File: config.mk
export PLATFORM = sky130hd
export DESIGN_NAME = sd_spi_init_sequencer_flat
export DESIGN_NICKNAME = d
export VERILOG_FILES = /design/src/sv/sdspi_pkg.sv /design/src/sv/sdspi_if.sv /design/src/sv/sdspi_cfg.sv /design/src/sv/sdspi_core.sv /design/src/sv/sd_spi_init_sequencer.sv /design/src/flat_wrapper.sv
export VERILOG_INCLUDE_DIRS = /design/src /design/src/sv
export SDC_FILE = /design/constraint.sdc
export NUM_CORES = 1
export LEC_CHECK = 0
export ABC_CLOCK_PERIOD_IN_PS = 4600
export BUFFER_PORTS_ARGS = -buffer_cell sky130_fd_sc_hd__buf_2
export CORE_ASPECT_RATIO = 1.4
export CORE_MARGIN = 2
export CORE_UTILIZATION = 50
export CTS_CLUSTER_SIZE = 14
export DETAILED_ROUTE_END_ITERATION = 10
export PLACE_DENSITY = 0.69
export SLEW_MARGIN = 0
export SYNTH_ARGS = -nofsm -noshare
export SYNTH_HDL_FRONTEND = slang
export SYNTH_SLANG_ARGS = --single-unit
File: constraint.sdc
create_clock -name clock -period 4.6 [get_ports clock]
set_input_delay 0.46 -clock clock [delete_from_list [all_inputs] [get_ports clock]]
set_output_delay 0.46 -clock clock [all_outputs]
set_load 0.05 [all_outputs]
File: src/sv/sd_spi_init_sequencer_assert.svh
// Assertion macros for the SD card SPI init sequencer.
// Included by the top level; no other dependencies.
`ifndef SD_SPI_INIT_SEQUENCER_ASSERT_SVH
`define SD_SPI_INIT_SEQUENCER_ASSERT_SVH

// Consequent must hold in the same cycle as the antecedent.
`define SDSPI_ASSERT_NOW(label, clk, rst, ante, cons) \
   label: assert property (@(posedge clk) disable iff (rst) (ante) |-> (cons)) \
      else $error("sdspi: same-cycle check failed");

// Consequent must hold in the cycle after the antecedent.
`define SDSPI_ASSERT_NEXT(label, clk, rst, ante, cons) \
   label: assert property (@(posedge clk) disable iff (rst) (ante) |=> (cons)) \
      else $error("sdspi: next-cycle check failed");

`endif

File: src/sv/sdspi_pkg.sv
// Shared types, constants and frame functions for the SD card SPI init sequencer.
// No dependencies.
`default_nettype none

package sdspi_pkg;

   localparam int PREAMBLE_BYTES_DEFAULT = 10;
   localparam int RESPONSE_DEPTH_DEFAULT = 5;

   localparam int CSR_IDX_W  = 2;
   localparam int CSR_DATA_W = 8;
   localparam int FRAME_IDX_W = 3;
   localparam int CMD_LEN_W  = 3;

   localparam logic [7:0] POLL_LIMIT_RESET  = 8'd100;
   localparam logic [7:0] RETRY_LIMIT_RESET = 8'd100;
   localparam logic       HCS_RESET         = 1'b1;

   localparam logic [7:0]  BYTE_FILL    = 8'hFF;
   localparam logic [7:0]  CMD_START    = 8'h40;
   localparam logic [7:0]  CRC_CMD0     = 8'h95;
   localparam logic [7:0]  CRC_CMD8     = 8'h87;
   localparam logic [7:0]  CRC_OTHER    = 8'h01;
   localparam logic [31:0] CMD8_ARG     = 32'h0000_01AA;
   localparam logic [31:0] HCS_ARG      = 32'h4000_0000;
   localparam logic [7:0]  R1_IDLE      = 8'h01;
   localparam logic [7:0]  R1_READY     = 8'h00;
   localparam logic [7:0]  VOLT_ACCEPT  = 8'h01;
   localparam logic [7:0]  OCR_VOLT_MASK = 8'h30;
   localparam logic [7:0]  OCR_CCS_MASK  = 8'hC0;
   localparam int          FRAME_LAST   = 5;

   typedef enum logic [CSR_IDX_W-1:0] {
      CSR_POLL_LIMIT  = 2'd0,
      CSR_RETRY_LIMIT = 2'd1,
      CSR_HCS         = 2'd2
   } csr_index_type;

   typedef enum logic [2:0] {
      ST_IDLE,
      ST_PRE,
      ST_SEND,
      ST_POLL,
      ST_COLLECT,
      ST_TRAIL
   } seq_state_type;

   typedef enum logic [2:0] {
      SLOT_CMD0       = 3'd0,
      SLOT_CMD8       = 3'd1,
      SLOT_CMD58_OCR  = 3'd2,
      SLOT_CMD55      = 3'd3,
      SLOT_ACMD41     = 3'd4,
      SLOT_CMD58_LAST = 3'd5
   } cmd_slot_type;

   typedef enum logic [2:0] {
      STATUS_OK       = 3'd0,
      STATUS_TIMEOUT  = 3'd1,
      STATUS_BAD_R1   = 3'd2,
      STATUS_VOLTAGE  = 3'd3,
      STATUS_STUCK    = 3'd4,
      STATUS_IDLE_END = 3'd5,
      STATUS_CAPACITY = 3'd6
   } status_type;

   typedef struct packed {
      logic [7:0] poll_limit;
      logic [7:0] retry_limit;
      logic       hcs;
   } cfg_type;

   typedef struct packed {
      logic [7:0] tx_byte;
      logic       tx_enable;
      logic       chip_select_n;
      logic       finished;
      logic [2:0] status;
      logic [7:0] offending_response;
   } result_type;

   // Command index with the start/transmission bits set.
   function automatic logic [7:0] cmd_code(cmd_slot_type slot);
      logic [7:0] code;
      case (slot)
         SLOT_CMD0:   code = CMD_START | 8'd0;
         SLOT_CMD8:   code = CMD_START | 8'd8;
         SLOT_CMD55:  code = CMD_START | 8'd55;
         SLOT_ACMD41: code = CMD_START | 8'd41;
         default:     code = CMD_START | 8'd58;
      endcase
      return code;
   endfunction

   function automatic logic [7:0] cmd_crc(cmd_slot_type slot);
      logic [7:0] crc;
      case (slot)
         SLOT_CMD0: crc = CRC_CMD0;
         SLOT_CMD8: crc = CRC_CMD8;
         default:   crc = CRC_OTHER;
      endcase
      return crc;
   endfunction

   // Response length in bytes: R1 alone, or R1 plus four (R7/R3).
   function automatic logic [CMD_LEN_W-1:0] cmd_len(cmd_slot_type slot);
      logic [CMD_LEN_W-1:0] len;
      case (slot)
         SLOT_CMD8, SLOT_CMD58_OCR, SLOT_CMD58_LAST: len = 3'd5;
         default:                                    len = 3'd1;
      endcase
      return len;
   endfunction

   // Byte b of the six-byte command frame.
   function automatic logic [7:0] frame_byte(cmd_slot_type slot,
                                             logic [FRAME_IDX_W-1:0] b, logic hcs);
      logic [31:0] arg;
      logic [7:0]  value;
      arg = '0;
      if (slot == SLOT_CMD8) begin
         arg = CMD8_ARG;
      end
      if (slot == SLOT_ACMD41 && hcs) begin
         arg = HCS_ARG;
      end
      case (b)
         3'd0:    value = cmd_code(slot);
         3'd1:    value = arg[31:24];
         3'd2:    value = arg[23:16];
         3'd3:    value = arg[15:8];
         3'd4:    value = arg[7:0];
         default: value = cmd_crc(slot);
      endcase
      return value;
   endfunction

endpackage

`default_nettype wire

File: src/sv/sdspi_if.sv
// Handshake channel interfaces for the SD card SPI init sequencer.
// Depends on sdspi_pkg for widths.
`default_nettype none

interface sdspi_req_if;
   logic       valid;
   logic       ready;
   logic       start_request;
   logic [7:0] rx_byte;

   modport source (output valid, start_request, rx_byte, input ready);
   modport sink (input valid, start_request, rx_byte, output ready);
endinterface

interface sdspi_rsp_if;
   logic       valid;
   logic       ready;
   logic [7:0] tx_byte;
   logic       tx_enable;
   logic       chip_select_n;
   logic       finished;
   logic [2:0] status;
   logic [7:0] offending_response;

   modport source (output valid, tx_byte, tx_enable, chip_select_n, finished, status,
                   offending_response, input ready);
   modport sink (input valid, tx_byte, tx_enable, chip_select_n, finished, status,
                 offending_response, output ready);
endinterface

interface sdspi_csr_if;
   logic                             valid;
   logic                             ready;
   logic [sdspi_pkg::CSR_IDX_W-1:0]  index;
   logic [sdspi_pkg::CSR_DATA_W-1:0] data;

   modport source (output valid, index, data, input ready);
   modport sink (input valid, index, data, output ready);
endinterface

`default_nettype wire

File: src/sv/sdspi_cfg.sv
// Configuration registers of the SD card SPI init sequencer.
// Depends on sdspi_pkg and sdspi_csr_if.
`default_nettype none

module sdspi_cfg (
   input  wire logic          clock,
   input  wire logic          reset,
   sdspi_csr_if.sink          csr_ch,
   output sdspi_pkg::cfg_type cfg
);

   sdspi_pkg::cfg_type cfg_ff;
   sdspi_pkg::cfg_type cfg_in;

   assign csr_ch.ready = 1'b1;
   assign cfg = cfg_ff;

   always_comb begin
      cfg_in = cfg_ff;
      if (csr_ch.valid) begin
         unique case (sdspi_pkg::csr_index_type'(csr_ch.index))
            sdspi_pkg::CSR_POLL_LIMIT:  cfg_in.poll_limit  = csr_ch.data;
            sdspi_pkg::CSR_RETRY_LIMIT: cfg_in.retry_limit = csr_ch.data;
            sdspi_pkg::CSR_HCS:         cfg_in.hcs         = csr_ch.data[0];
            default:                    cfg_in = cfg_ff;
         endcase
      end
   end

   always_ff @(posedge clock) begin
      if (reset) begin
         cfg_ff.poll_limit  <= sdspi_pkg::POLL_LIMIT_RESET;
         cfg_ff.retry_limit <= sdspi_pkg::RETRY_LIMIT_RESET;
         cfg_ff.hcs         <= sdspi_pkg::HCS_RESET;
      end else begin
         cfg_ff <= cfg_in;
      end
   end

endmodule

`default_nettype wire

File: src/sv/sdspi_core.sv
// Sequencer state and next-byte logic of the SD card SPI init sequencer.
// Depends on sdspi_pkg.
`default_nettype none

module sdspi_core #(
   parameter int PREAMBLE_BYTES = sdspi_pkg::PREAMBLE_BYTES_DEFAULT,
   parameter int RESPONSE_DEPTH = sdspi_pkg::RESPONSE_DEPTH_DEFAULT
) (
   input  wire logic             clock,
   input  wire logic             reset,
   input  wire logic             step,
   input  wire logic             start_request,
   input  wire logic [7:0]       rx_byte,
   input  sdspi_pkg::cfg_type    cfg,
   output sdspi_pkg::result_type result
);

   localparam int BC_W = $clog2(PREAMBLE_BYTES);
   localparam int RI_W = $clog2(RESPONSE_DEPTH);

   sdspi_pkg::seq_state_type state_ff, state_in;
   sdspi_pkg::cmd_slot_type  slot_ff, slot_in;
   logic [BC_W-1:0]          bc_ff, bc_in;
   logic [7:0]               poll_ff, poll_in;
   logic [7:0]               retry_ff, retry_in;
   logic [7:0]               resp_ff [RESPONSE_DEPTH];

   logic [BC_W:0]            bc_inc;
   logic [8:0]               poll_inc;
   logic [8:0]               retry_inc;
   logic                     resp_we;
   logic [RI_W-1:0]          resp_wi;
   logic                     start_cmd;
   sdspi_pkg::cmd_slot_type  next_slot;
   logic                     do_finish;
   logic [2:0]               fin_status;
   logic [7:0]               fin_off;
   logic                     poll_more;
   logic [7:0]               r1;

   always_comb begin
      state_in   = state_ff;
      slot_in    = slot_ff;
      bc_in      = bc_ff;
      poll_in    = poll_ff;
      retry_in   = retry_ff;
      resp_we    = 1'b0;
      resp_wi    = '0;
      start_cmd  = 1'b0;
      next_slot  = sdspi_pkg::SLOT_CMD0;
      do_finish  = 1'b0;
      fin_status = sdspi_pkg::STATUS_OK;
      fin_off    = 8'h00;
      poll_more  = 1'b0;
      r1         = resp_ff[0];
      bc_inc     = {1'b0, bc_ff} + (BC_W+1)'(1);
      poll_inc   = {1'b0, poll_ff} + 9'd1;
      retry_inc  = {1'b0, retry_ff} + 9'd1;

      result.tx_byte            = sdspi_pkg::BYTE_FILL;
      result.tx_enable          = 1'b0;
      result.chip_select_n      = 1'b1;
      result.finished           = 1'b0;
      result.status             = sdspi_pkg::STATUS_OK;
      result.offending_response = 8'h00;

      unique case (state_ff)
         sdspi_pkg::ST_IDLE: begin
            if (start_request) begin
               state_in         = sdspi_pkg::ST_PRE;
               bc_in            = '0;
               result.tx_enable = 1'b1;
            end
         end
         sdspi_pkg::ST_PRE: begin
            if (bc_inc >= (BC_W+1)'(PREAMBLE_BYTES)) begin
               start_cmd = 1'b1;
               next_slot = sdspi_pkg::SLOT_CMD0;
            end else begin
               bc_in            = bc_inc[BC_W-1:0];
               result.tx_enable = 1'b1;
            end
         end
         sdspi_pkg::ST_SEND: begin
            if (bc_ff < BC_W'(sdspi_pkg::FRAME_LAST)) begin
               bc_in                = bc_inc[BC_W-1:0];
               result.tx_byte       = sdspi_pkg::frame_byte(slot_ff,
                                         bc_inc[sdspi_pkg::FRAME_IDX_W-1:0], cfg.hcs);
               result.tx_enable     = 1'b1;
               result.chip_select_n = 1'b0;
            end else begin
               state_in  = sdspi_pkg::ST_POLL;
               poll_in   = 8'h00;
               poll_more = 1'b1;
            end
         end
         sdspi_pkg::ST_POLL: begin
            if (rx_byte[7]) begin
               // Still filler: keep polling until the limit runs out.
               if (poll_inc >= {1'b0, cfg.poll_limit}) begin
                  do_finish  = 1'b1;
                  fin_status = sdspi_pkg::STATUS_TIMEOUT;
               end else begin
                  poll_in   = poll_inc[7:0];
                  poll_more = 1'b1;
               end
            end else if (rx_byte > sdspi_pkg::R1_IDLE) begin
               do_finish  = 1'b1;
               fin_status = sdspi_pkg::STATUS_BAD_R1;
               fin_off    = rx_byte;
            end else begin
               resp_we = 1'b1;
               resp_wi = '0;
               if (sdspi_pkg::cmd_len(slot_ff) > 3'd1) begin
                  state_in = sdspi_pkg::ST_COLLECT;
                  bc_in    = BC_W'(1);
               end else begin
                  state_in = sdspi_pkg::ST_TRAIL;
               end
               poll_more = 1'b1;
            end
         end
         sdspi_pkg::ST_COLLECT: begin
            resp_we = (bc_ff < BC_W'(RESPONSE_DEPTH));
            resp_wi = bc_ff[RI_W-1:0];
            if (bc_inc < (BC_W+1)'(sdspi_pkg::cmd_len(slot_ff))) begin
               bc_in = bc_inc[BC_W-1:0];
            end else begin
               state_in = sdspi_pkg::ST_TRAIL;
            end
            poll_more = 1'b1;
         end
         sdspi_pkg::ST_TRAIL: begin
            // The trailing byte is done; judge the stored response.
            unique case (slot_ff)
               sdspi_pkg::SLOT_CMD0: begin
                  if (r1 != sdspi_pkg::R1_IDLE) begin
                     do_finish  = 1'b1;
                     fin_status = sdspi_pkg::STATUS_BAD_R1;
                     fin_off    = r1;
                  end else begin
                     start_cmd = 1'b1;
                     next_slot = sdspi_pkg::SLOT_CMD8;
                  end
               end
               sdspi_pkg::SLOT_CMD8: begin
                  if (r1 != sdspi_pkg::R1_IDLE) begin
                     do_finish  = 1'b1;
                     fin_status = sdspi_pkg::STATUS_BAD_R1;
                     fin_off    = r1;
                  end else if (resp_ff[3] != sdspi_pkg::VOLT_ACCEPT) begin
                     do_finish  = 1'b1;
                     fin_status = sdspi_pkg::STATUS_VOLTAGE;
                  end else begin
                     start_cmd = 1'b1;
                     next_slot = sdspi_pkg::SLOT_CMD58_OCR;
                  end
               end
               sdspi_pkg::SLOT_CMD58_OCR: begin
                  if (r1 != sdspi_pkg::R1_IDLE) begin
                     do_finish  = 1'b1;
                     fin_status = sdspi_pkg::STATUS_BAD_R1;
                     fin_off    = r1;
                  end else if ((resp_ff[2] & sdspi_pkg::OCR_VOLT_MASK)
                               != sdspi_pkg::OCR_VOLT_MASK) begin
                     do_finish  = 1'b1;
                     fin_status = sdspi_pkg::STATUS_VOLTAGE;
                  end else begin
                     retry_in  = 8'h00;
                     start_cmd = 1'b1;
                     next_slot = sdspi_pkg::SLOT_CMD55;
                  end
               end
               sdspi_pkg::SLOT_CMD55: begin
                  start_cmd = 1'b1;
                  next_slot = sdspi_pkg::SLOT_ACMD41;
               end
               sdspi_pkg::SLOT_ACMD41: begin
                  if (r1 == sdspi_pkg::R1_READY) begin
                     start_cmd = 1'b1;
                     next_slot = sdspi_pkg::SLOT_CMD58_LAST;
                  end else if (retry_inc >= {1'b0, cfg.retry_limit}) begin
                     do_finish  = 1'b1;
                     fin_status = sdspi_pkg::STATUS_STUCK;
                  end else begin
                     retry_in  = retry_inc[7:0];
                     start_cmd = 1'b1;
                     next_slot = sdspi_pkg::SLOT_CMD55;
                  end
               end
               sdspi_pkg::SLOT_CMD58_LAST: begin
                  do_finish = 1'b1;
                  if (r1 != sdspi_pkg::R1_READY) begin
                     fin_status = sdspi_pkg::STATUS_IDLE_END;
                  end else if ((resp_ff[1] & sdspi_pkg::OCR_CCS_MASK)
                               != sdspi_pkg::OCR_CCS_MASK) begin
                     fin_status = sdspi_pkg::STATUS_CAPACITY;
                  end else begin
                     fin_status = sdspi_pkg::STATUS_OK;
                  end
               end
               default: begin
                  state_in = sdspi_pkg::ST_IDLE;
               end
            endcase
         end
         default: begin
            state_in = sdspi_pkg::ST_IDLE;
         end
      endcase

      if (poll_more) begin
         result.tx_enable     = 1'b1;
         result.chip_select_n = 1'b0;
      end
      if (start_cmd) begin
         state_in             = sdspi_pkg::ST_SEND;
         slot_in              = next_slot;
         bc_in                = '0;
         result.tx_byte       = sdspi_pkg::frame_byte(next_slot,
                                   sdspi_pkg::FRAME_IDX_W'(0), cfg.hcs);
         result.tx_enable     = 1'b1;
         result.chip_select_n = 1'b0;
      end
      if (do_finish) begin
         state_in                  = sdspi_pkg::ST_IDLE;
         result.finished           = 1'b1;
         result.status             = fin_status;
         result.offending_response = fin_off;
      end
   end

   always_ff @(posedge clock) begin
      if (reset) begin
         state_ff <= sdspi_pkg::ST_IDLE;
         slot_ff  <= sdspi_pkg::SLOT_CMD0;
         bc_ff    <= '0;
         poll_ff  <= 8'h00;
         retry_ff <= 8'h00;
      end else if (step) begin
         state_ff <= state_in;
         slot_ff  <= slot_in;
         bc_ff    <= bc_in;
         poll_ff  <= poll_in;
         retry_ff <= retry_in;
      end
   end

   // Response bytes carry no reset; every check reads bytes of the current response.
   always_ff @(posedge clock) begin
      if (step && resp_we) begin
         resp_ff[resp_wi] <= rx_byte;
      end
   end

endmodule

`default_nettype wire

File: src/sv/sd_spi_init_sequencer.sv
// Top level of the SD card SPI-mode init sequencer: input register, sequencer
// core, result register and configuration registers. Depends on sdspi_pkg,
// sdspi_if.sv, sdspi_cfg, sdspi_core and sd_spi_init_sequencer_assert.svh.
//
// Usage: each item on req_ch reports one finished SPI byte exchange (rx_byte is
// the byte the card returned) and may carry start_request, which launches the
// init sequence when the sequencer is idle. For every item the block returns
// exactly one item on rsp_ch naming the next exchange: tx_byte, tx_enable and
// chip_select_n, plus finished, status and offending_response on the item
// where the sequence ends. The sequence is ten (PREAMBLE_BYTES) 0xFF bytes with
// the card deselected, CMD0, CMD8, CMD58, CMD55 plus ACMD41 rounds, and a final
// CMD58.
// An accepted item waits in the input register; all the per-item work is a single
// combinational pass through the core into the result register, which drives rsp_ch.
// Throughput is one item per cycle while rsp_ch.ready stays high.
// Stalls: while rsp_ch.ready is low the result register holds its item and the
// input register still takes one more item; req_ch.ready drops only when both
// are full. csr_ch is always ready; write it only while the sequencer is idle.
// Reset (synchronous, active high) empties both registers, returns the
// sequencer to idle and loads the register defaults (poll and retry limits of
// 100, high-capacity request set).
`default_nettype none
`include "sd_spi_init_sequencer_assert.svh"

module sd_spi_init_sequencer #(
   parameter int PREAMBLE_BYTES = sdspi_pkg::PREAMBLE_BYTES_DEFAULT,
   parameter int RESPONSE_DEPTH = sdspi_pkg::RESPONSE_DEPTH_DEFAULT
) (
   input wire logic     clock,
   input wire logic     reset,
   sdspi_req_if.sink    req_ch,
   sdspi_rsp_if.source  rsp_ch,
   sdspi_csr_if.sink    csr_ch
);

   // Input register: one accepted item waiting for the core.
   logic       in_valid_ff, in_valid_in;
   logic       in_start_ff;
   logic [7:0] in_rx_ff;

   // Result register: one finished item waiting for the receiver.
   logic                  out_valid_ff, out_valid_in;
   sdspi_pkg::result_type out_res_ff;

   sdspi_pkg::cfg_type    cfg;
   sdspi_pkg::result_type core_res;
   logic                  advance;
   logic                  req_take;
   logic                  rsp_take;

   // The core consumes the held item whenever the result register is free or
   // being emptied in the same cycle.
   assign advance  = in_valid_ff && (!out_valid_ff || rsp_ch.ready);
   assign req_take = req_ch.valid && req_ch.ready;
   assign rsp_take = out_valid_ff && rsp_ch.ready;

   assign req_ch.ready = !in_valid_ff || advance;

   always_comb begin
      in_valid_in = in_valid_ff;
      if (req_take) begin
         in_valid_in = 1'b1;
      end else if (advance) begin
         in_valid_in = 1'b0;
      end

      out_valid_in = out_valid_ff;
      if (advance) begin
         out_valid_in = 1'b1;
      end else if (rsp_take) begin
         out_valid_in = 1'b0;
      end
   end

   always_ff @(posedge clock) begin
      if (reset) begin
         in_valid_ff  <= 1'b0;
         out_valid_ff <= 1'b0;
      end else begin
         in_valid_ff  <= in_valid_in;
         out_valid_ff <= out_valid_in;
      end
   end

   always_ff @(posedge clock) begin
      if (req_take) begin
         in_start_ff <= req_ch.start_request;
         in_rx_ff    <= req_ch.rx_byte;
      end
      if (advance) begin
         out_res_ff <= core_res;
      end
   end

   sdspi_cfg u_cfg (
      .clock  (clock),
      .reset  (reset),
      .csr_ch (csr_ch),
      .cfg    (cfg)
   );

   sdspi_core #(
      .PREAMBLE_BYTES (PREAMBLE_BYTES),
      .RESPONSE_DEPTH (RESPONSE_DEPTH)
   ) u_core (
      .clock         (clock),
      .reset         (reset),
      .step          (advance),
      .start_request (in_start_ff),
      .rx_byte       (in_rx_ff),
      .cfg           (cfg),
      .result        (core_res)
   );

   assign rsp_ch.valid              = out_valid_ff;
   assign rsp_ch.tx_byte            = out_res_ff.tx_byte;
   assign rsp_ch.tx_enable          = out_res_ff.tx_enable;
   assign rsp_ch.chip_select_n      = out_res_ff.chip_select_n;
   assign rsp_ch.finished           = out_res_ff.finished;
   assign rsp_ch.status             = out_res_ff.status;
   assign rsp_ch.offending_response = out_res_ff.offending_response;

   // An ending item always releases the card and stops the byte exchanges.
   `SDSPI_ASSERT_NOW(a_end_releases, clock, reset, out_valid_ff && out_res_ff.finished, !out_res_ff.tx_enable && out_res_ff.chip_select_n)

   // No exchange requested means the filler byte is shown.
   `SDSPI_ASSERT_NOW(a_idle_fill, clock, reset, out_valid_ff && !out_res_ff.tx_enable, out_res_ff.tx_byte == sdspi_pkg::BYTE_FILL)

   // Status and offending byte are only reported on the ending item.
   `SDSPI_ASSERT_NOW(a_status_on_end, clock, reset, out_valid_ff && !out_res_ff.finished, (out_res_ff.status == sdspi_pkg::STATUS_OK) && (out_res_ff.offending_response == 8'h00))

   // A held input item is neither lost nor overwritten while the core waits.
   `SDSPI_ASSERT_NEXT(a_in_hold, clock, reset, in_valid_ff && !advance, in_valid_ff && $stable(in_rx_ff) && $stable(in_start_ff))

endmodule

`default_nettype wire

File: src/flat_wrapper.sv
// flat-port wrapper written by rule: the top's interface ports become plain ports
module sd_spi_init_sequencer_flat 
#(
   parameter int PREAMBLE_BYTES = sdspi_pkg::PREAMBLE_BYTES_DEFAULT,
   parameter int RESPONSE_DEPTH = sdspi_pkg::RESPONSE_DEPTH_DEFAULT
)
  (clock, reset, req_ch_valid, req_ch_start_request, req_ch_rx_byte, req_ch_ready, rsp_ch_valid, rsp_ch_tx_byte, rsp_ch_tx_enable, rsp_ch_chip_select_n, rsp_ch_finished, rsp_ch_status, rsp_ch_offending_response, rsp_ch_ready, csr_ch_valid, csr_ch_index, csr_ch_data, csr_ch_ready);
  sdspi_req_if req_ch_i ();
  sdspi_rsp_if rsp_ch_i ();
  sdspi_csr_if csr_ch_i ();
  input wire logic clock;
  input wire logic reset;
  input wire logic [$bits(req_ch_i.valid)-1:0] req_ch_valid;
  input wire logic [$bits(req_ch_i.start_request)-1:0] req_ch_start_request;
  input wire logic [$bits(req_ch_i.rx_byte)-1:0] req_ch_rx_byte;
  output wire logic [$bits(req_ch_i.ready)-1:0] req_ch_ready;
  output wire logic [$bits(rsp_ch_i.valid)-1:0] rsp_ch_valid;
  output wire logic [$bits(rsp_ch_i.tx_byte)-1:0] rsp_ch_tx_byte;
  output wire logic [$bits(rsp_ch_i.tx_enable)-1:0] rsp_ch_tx_enable;
  output wire logic [$bits(rsp_ch_i.chip_select_n)-1:0] rsp_ch_chip_select_n;
  output wire logic [$bits(rsp_ch_i.finished)-1:0] rsp_ch_finished;
  output wire logic [$bits(rsp_ch_i.status)-1:0] rsp_ch_status;
  output wire logic [$bits(rsp_ch_i.offending_response)-1:0] rsp_ch_offending_response;
  input wire logic [$bits(rsp_ch_i.ready)-1:0] rsp_ch_ready;
  input wire logic [$bits(csr_ch_i.valid)-1:0] csr_ch_valid;
  input wire logic [$bits(csr_ch_i.index)-1:0] csr_ch_index;
  input wire logic [$bits(csr_ch_i.data)-1:0] csr_ch_data;
  output wire logic [$bits(csr_ch_i.ready)-1:0] csr_ch_ready;
  assign req_ch_i.valid = req_ch_valid;
  assign req_ch_i.start_request = req_ch_start_request;
  assign req_ch_i.rx_byte = req_ch_rx_byte;
  assign req_ch_ready = req_ch_i.ready;
  assign rsp_ch_valid = rsp_ch_i.valid;
  assign rsp_ch_tx_byte = rsp_ch_i.tx_byte;
  assign rsp_ch_tx_enable = rsp_ch_i.tx_enable;
  assign rsp_ch_chip_select_n = rsp_ch_i.chip_select_n;
  assign rsp_ch_finished = rsp_ch_i.finished;
  assign rsp_ch_status = rsp_ch_i.status;
  assign rsp_ch_offending_response = rsp_ch_i.offending_response;
  assign rsp_ch_i.ready = rsp_ch_ready;
  assign csr_ch_i.valid = csr_ch_valid;
  assign csr_ch_i.index = csr_ch_index;
  assign csr_ch_i.data = csr_ch_data;
  assign csr_ch_ready = csr_ch_i.ready;
  sd_spi_init_sequencer #(.PREAMBLE_BYTES(PREAMBLE_BYTES), .RESPONSE_DEPTH(RESPONSE_DEPTH)) u_core (.clock(clock), .reset(reset), .req_ch(req_ch_i), .rsp_ch(rsp_ch_i), .csr_ch(csr_ch_i));
endmodule
==> Word-level counts from Yosys, hierarchy flattened <==
Memory sizes are Yosys's and may differ from the RTL's.
Index checks and enable logic that the tools add are counted.
Widths: inputs -> output; s select.
{ "op_classes": {"add_sub_neg": 3, "multipliers": 0, "div": 0, "n_lt_le_gt_ge": 7, "n_eq_ne": 44, "shifts": 0, "n_mux": 112, "bitwise_logic": 0, "reduce_logical": 33} }
{ "op_table": {"columns": ["cell", "n"], "rows": [
  ["$mux 8", 10],
  ["$pmux 8 s2", 4],
  ["$mux 3", 21],
  ["$pmux 6 s4", 2],
  ["$pmux 8 s5", 1],
  ["$mux 1", 35],
  ["$mux 32", 1],
  ["$mux 4", 8],
  ["$pmux 3 s5", 2],
  ["$mux 2", 12],
  ["$eq 3x2->1 const B", 7],
  ["$ne 3x3->1 const B", 7],
  ["$mux 10", 2],
  ["$ne 4x4->1 const B", 5],
  ["$pmux 4 s5", 1],
  ["$add 8x1->9 const B", 2],
  ["$eq 3x3->1 const B", 6],
  ["$ge 9x8->1", 2],
  ["$pmux 3 s6", 1],
  ["$ne 2x2->1 const B", 8],
  ["$ne 8x1->1 const B", 2],
  ["$mux 7", 2],
  ["$eq 3x1->1 const B", 4],
  ["$logic_not 3->1", 4],
  ["other kinds (33)", 50]
]} }
{ "totals": {"reg_bits": 76, "latchBits": 0, "ram_bits": 40, "mem_bits_ro": 0, "inputBits": 24, "out_inout_bits": 25, "elab_cells": 218, "n_memories": 1} }
{ "memory_table": {"columns": ["name", "words", "word_bits", "read_ports", "rd_ports_with_merged_regs", "wr", "line_no", "rtl"], "rows": [
  ["u_core.u_core.resp_ff", 5, 8, 4, 0, 1, "sdspi_core.sv:26", "logic [7:0] resp_ff [RESPONSE_DEPTH];"]
]} }

==> Logic depth before layout (Yosys ltp) <==
{ "logic_depth": {"depth_word": 13, "depth_mapped": 15, "depth_no_buf": 15} }

==> Modules after synthesis <==
Synthesis repeated with hierarchy kept, for this count alone.
{ "unflattened": {"hier_cells": 552, "area_unflattened_um2": 5437.7} }
{ "modules_own_cells": {"columns": ["mod", "instances", "cells_each", "area_each_um2", "seq_area_each_um2"], "rows": [
  ["sdspi_core", 1, 440, 3676.0, 1121.1],
  ["sd_spi_init_sequencer", 1, 41, 1034.7, 970.9],
  ["sdspi_cfg", 1, 71, 726.9, 340.3]
]} }

==> Worst setup path before layout <==
OpenSTA, ideal clock, no wires.
{ "synth_timing": {"kind": "register to register", "from": "register u_core.u_core.retry_ff[0]", "to": "register u_core.out_res_ff (netlist bit u_core.rsp_ch.chip_select_n) (data pin)", "setup_ns": 0.261, "arrival_ns": 2.725, "required_time_ns": 4.339, "setup_slack_ns": 1.615, "path_stages_with_launch": 14, "n_path_buf": 0, "synth_period_minus_slack_ns": 2.985, "path_cell_list": "dfxtp_1 ha_1 nand2_1 nor2_1 nand2_1 and2_1 or2_2 ha_1 a211oi_1 o31a_1 o21a_1 o311a_1 inv_1 o311a_1"} }
{ "synth_between": {"elab_chain_cells": 7} }
{ "synth_lines": {"columns": ["item", "line_no", "rtl"], "rows": [
  ["start, declared", "sdspi_core.sv:25", "logic [7:0] retry_ff, retry_in;"],
  ["start signal, assigned", "sdspi_core.sv:245", "retry_ff <= retry_in;"],
  ["$add 8x1->9", "sdspi_core.sv:58", "retry_inc = {1'b0, retry_ff} + 9'd1;"],
  ["$ge 9x8->1", "sdspi_core.sv:182", "end else if (retry_inc >= {1'b0, cfg.retry_limit}) begin"],
  ["$mux 1", "sdspi_core.sv:182", null],
  ["$mux 1", "sdspi_core.sv:179", "if (r1 == sdspi_pkg::R1_READY) begin"],
  ["$pmux 1 s5", "sdspi_core.sv:135", "unique case (slot_ff)"],
  ["$pmux 1 s2", "sdspi_core.sv:67", "unique case (state_ff)"],
  ["$reduce_or 2->1 (no source line)", null, null],
  ["end signal, assigned", "sd_spi_init_sequencer.sv:91", "out_res_ff <= core_res;"],
  ["end, declared", "sd_spi_init_sequencer.sv:43", "sdspi_pkg::result_type out_res_ff;"]
]} }
Every way passes these cells.
A chain may end at the register's enable or synchronous reset.

==> impl_metrics.tcl <==
set metrics [dict create \
    cts_post_setup_buffers_inserted 0 \
    drt-met1-wl_mm 4.889 \
    layout.core_utilization 0.5800 \
    core_box_area_um2 9953 \
    setup_repair_after_global_routing_missed_its_margin "false" \
    worstSetupStartpoint "u_core.u_core.retry_ff[0]" \
    route.met3.wl_um 589 \
    class_of_the_most_critical_setup_path "flop to flop" \
    h-tree-depth 3 \
    yosys.area.top_type "edfxtp_1" \
    min_from "req_ch_rx_byte[1]" \
    syn_area_um2 5147 \
    maximum_fanout_along_the_worst_path 11 \
    global_route.overflow_total 0 \
    grt_max_degree 37 \
    wire_length_of_the_first_global_routing_pass_mm 19.12 \
    count_of_yosys_warnings_during_synthesis 0 \
    vdd_ir_drop_max_uv 210.2 \
    floorplan.die.height_um 124.1 \
    post_route_cells_drive_above_1_share 0.1261 \
    setup_violations 0 \
    max_clock_freq_mhz 288.8 \
    synth-seq-area-share 0.4725 \
    globalplace.congestion 0.9466 \
    synth_top_cells_by_area "edfxtp_1 30%, dfxtp_1 18%, ha_1 6.3%" \
    routed_via_density 5.918 \
    tightest_slew_ns 1.181 \
    pwr-share-seq 0.504 \
    total_area_of_multi_input_combinational_cells_um2 2475 \
    slew_viol_final 0 \
    cts_root_buf "clkbuf_16" \
    yosys_most_used_dff "edfxtp_1" \
    cp-end-kind "flop" \
    async_flop_share 0 \
    timing.critical_path.from_type "flop" \
    hold_viol_final 0 \
    chipWidth_um 89.75 \
    synthDistinctLibCells 62 \
    floorplan.die_area_um2 11130 \
    reg2reg_from "u_core.u_core.retry_ff[0]" \
    cts_made_buffers 9 \
    grtUsageTotal 0.2168 \
    row_count 43 \
    setup_total_negative_slack_ns 0 \
    synth-edff-count 51 \
    via_count_of_the_first_global_routing_pass 3898 \
    tritoncts "yes" \
    power_per_cell_area_nw_per_um2 324.2 \
    ant_nets 0 \
    netlist.area_leader.share 0.2975 \
    net-switching-power_w 0.0004666 \
    clock_power_share 0.425 \
    syn-mean-instance-area_um2 9.258 \
    drc 0 \
    syn-instance-count 556 \
    cellLeakagePower_nw 2.241 \
    whs_ns 0.2807 \
    drt_first_pass_iters 6 \
    worstSkewPairLatency_ns 0.35 \
    critPathRequiredTime_ns 4.69 \
    seqCellArea_um2 2432 \
    place.detailed.hpwl_mm 8.824 \
    sw_frac_of_total 0.2493 \
    cellInternalPower_w 0.001405 \
    cts.reportedPaths.clkPinSlew_ns 0.07 \
    placedCellCount 714 \
    relSlewSlack 0.2076 \
    initial_utilization 0.5172 \
    portBuffers 47 \
    cts.sinks 96 \
    avgRoutedWirePerCell_um 16.39 \
    dr.max_layer_used "met4" \
    cap_violations 0 \
    met2_length_mm 6.082 \
    yosys_register_bits 96 \
    syn-num-nets 606 \
    filler_cell_count 853 \
    cts_buffer_depth 2 \
    outcome "complete, no violations" \
    top_level_ports 49 \
    syn2layout_area_growth_pct 12.15 \
    detail_route.wirelength_mm 11.97 \
    timing.final.crit_share 0.7528 \
    final_nets 640 \
    power_w 0.001872 \
    num_vias 4320 \
    drtIter0Drc 379 \
    grt_antenna_before_repair 0 \
    cts_hold_repair.buffers 0 \
    holdCritPathClass "primary input to flop" \
    cts_resized 0 \
    timing.critical_path.arrival_ns 3.55 \
    final_period_minus_worst_setup_slack_ns 3.463 \
    finish.cell_count_without_fillers 730 \
    finalClockSkew_ns 0.01312 \
    p_comb_frac 0.071 \
    diodes 0 \
]
==> layer usage <==
layer	GRT usage	vias up
met4	0.1029	0
met3	0.03751	31
li1	-	2106
met1	0.2528	2039
met2	0.3916	144
met5	0	-
==> cells in the mapped netlist (4+ instances only) <==
master / instances
dfxtp_1: 45
nand2_1: 49
nand3_1: 26
nand2b_1: 9
or2_2: 6
a211oi_1: 7
o211ai_1: 8
nor3_1: 17
o31ai_1: 5
and3_1: 8
xor2_1: 7
nor2_1: 57
a22o_1: 5
ha_1: 26
inv_1: 32
a31oi_1: 4
a21o_1: 4
edfxtp_1: 51
o21ai_0: 34
a21oi_1: 45
nor4_1: 5
and2_1: 10
xnor2_1: 4
mux2i_1: 8
nor2b_1: 4
clkbuf_1: 17
==> cell families after synthesis <==
family                   after synthesis  share of synthesized area
adder cells (fa/ha/maj)               26                    0.06320
multiplexers                           8                    0.01556
flip-flops                            96                     0.4725
buffers and inverters                 59                    0.04667
AND/OR/NAND/NOR                      207                     0.1947
other                                  1                  0.0007285
XOR/XNOR                              11                    0.01872
AO/OA/AOI/OAI                        148                     0.1879
==> flip-flops by register name, summed over array words and instances (netlist names), 3 cells and up <==
| register | count |
|---|---|
| u_core.u_cfg.cfg | 17 |
| u_core.u_core.slot_ff | 3 |
| u_core.u_core.resp_ff | 20 |
| u_core.u_core.poll_ff | 8 |
| u_core.u_core.bc_ff | 4 |
| u_core.rsp_ch.status | 3 |
| u_core.u_core.state_ff | 3 |
| u_core.u_core.retry_ff | 8 |
| u_core.in_rx_ff | 8 |
| u_core.rsp_ch.offending_response | 8 |
| u_core.rsp_ch.tx_byte | 8 |
==> worst max-delay path, stage by stage, from the launching register on <==
cell and delay (ns):
dfxtp_1 0.41, ha_1 0.29, nand2_1 0.07, nor2_1 0.14
nand2_1 0.09, and2_1 0.18, or2_2 0.29, ha_1 0.29
a211oi_1 0.20, o31a_1 0.25, o221ai_1 0.24, and2_1 0.37
a211oi_1 0.31, a21oi_1 0.07
==> layout make-up <==
| type | count | area share |
|---|---|---|
| multi-input cells | 401 | 0.4287 |
| flip-flops and latches | 96 | 0.4213 |
| repair buffers | 49 | 0.04335 |
| clock buffers | 9 | 0.03901 |
| well taps | 135 | 0.02926 |
| inverters | 33 | 0.02146 |
| clock inverters | 7 | 0.01691 |
==> worst paths after layout <==
path | cells past startpoint | slack (ns) | end
max | 13 | 1.14 | u_core.rsp_ch.tx_byte[5]
min | 1 | 0.28 | u_core.in_rx_ff[1]
max reg2reg | 13 | 1.14 | u_core.rsp_ch.tx_byte[5]
min reg2reg | 2 | 0.48 | u_core.u_core.poll_ff[1]
==> layout by cell type, fill, tap and decap left out, drive strengths merged, types with 9 or more instances in the layout <==
cell	n
a21oi	45
and2	10
buf	49
clkbuf	9
dfxtp	45
edfxtp	51
ha	26
inv	35
nand2	49
nand2b	9
nand3	26
nor2	57
nor3	18
o21ai	34
==> power by group through the flow <==
stage / registers, W / logic [W] / clock network, W
after CTS: 0.000943 / 0.000132 / 0.000806
after global placement: 0.000962 / 0.000129 / 0
after detailed placement: 0.000963 / 0.000131 / 0
after floorplan: 0.000976 / 0.0000808 / 0
after global routing: 0.000946 / 0.000145 / 0.000833
final: 0.000944 / 0.000133 / 0.000795
==> through the flow <==
stage / area (um2) / setup slack, ns
finish: 5773 / 1.137
global route: 5773 / 0.9049
CTS: 5773 / 1.224
detailed placement: 5450 / 1.248
global placement: 5450 / 1.369
floorplan: 5147 / 1.615
(Power assumes the default switching activity.)
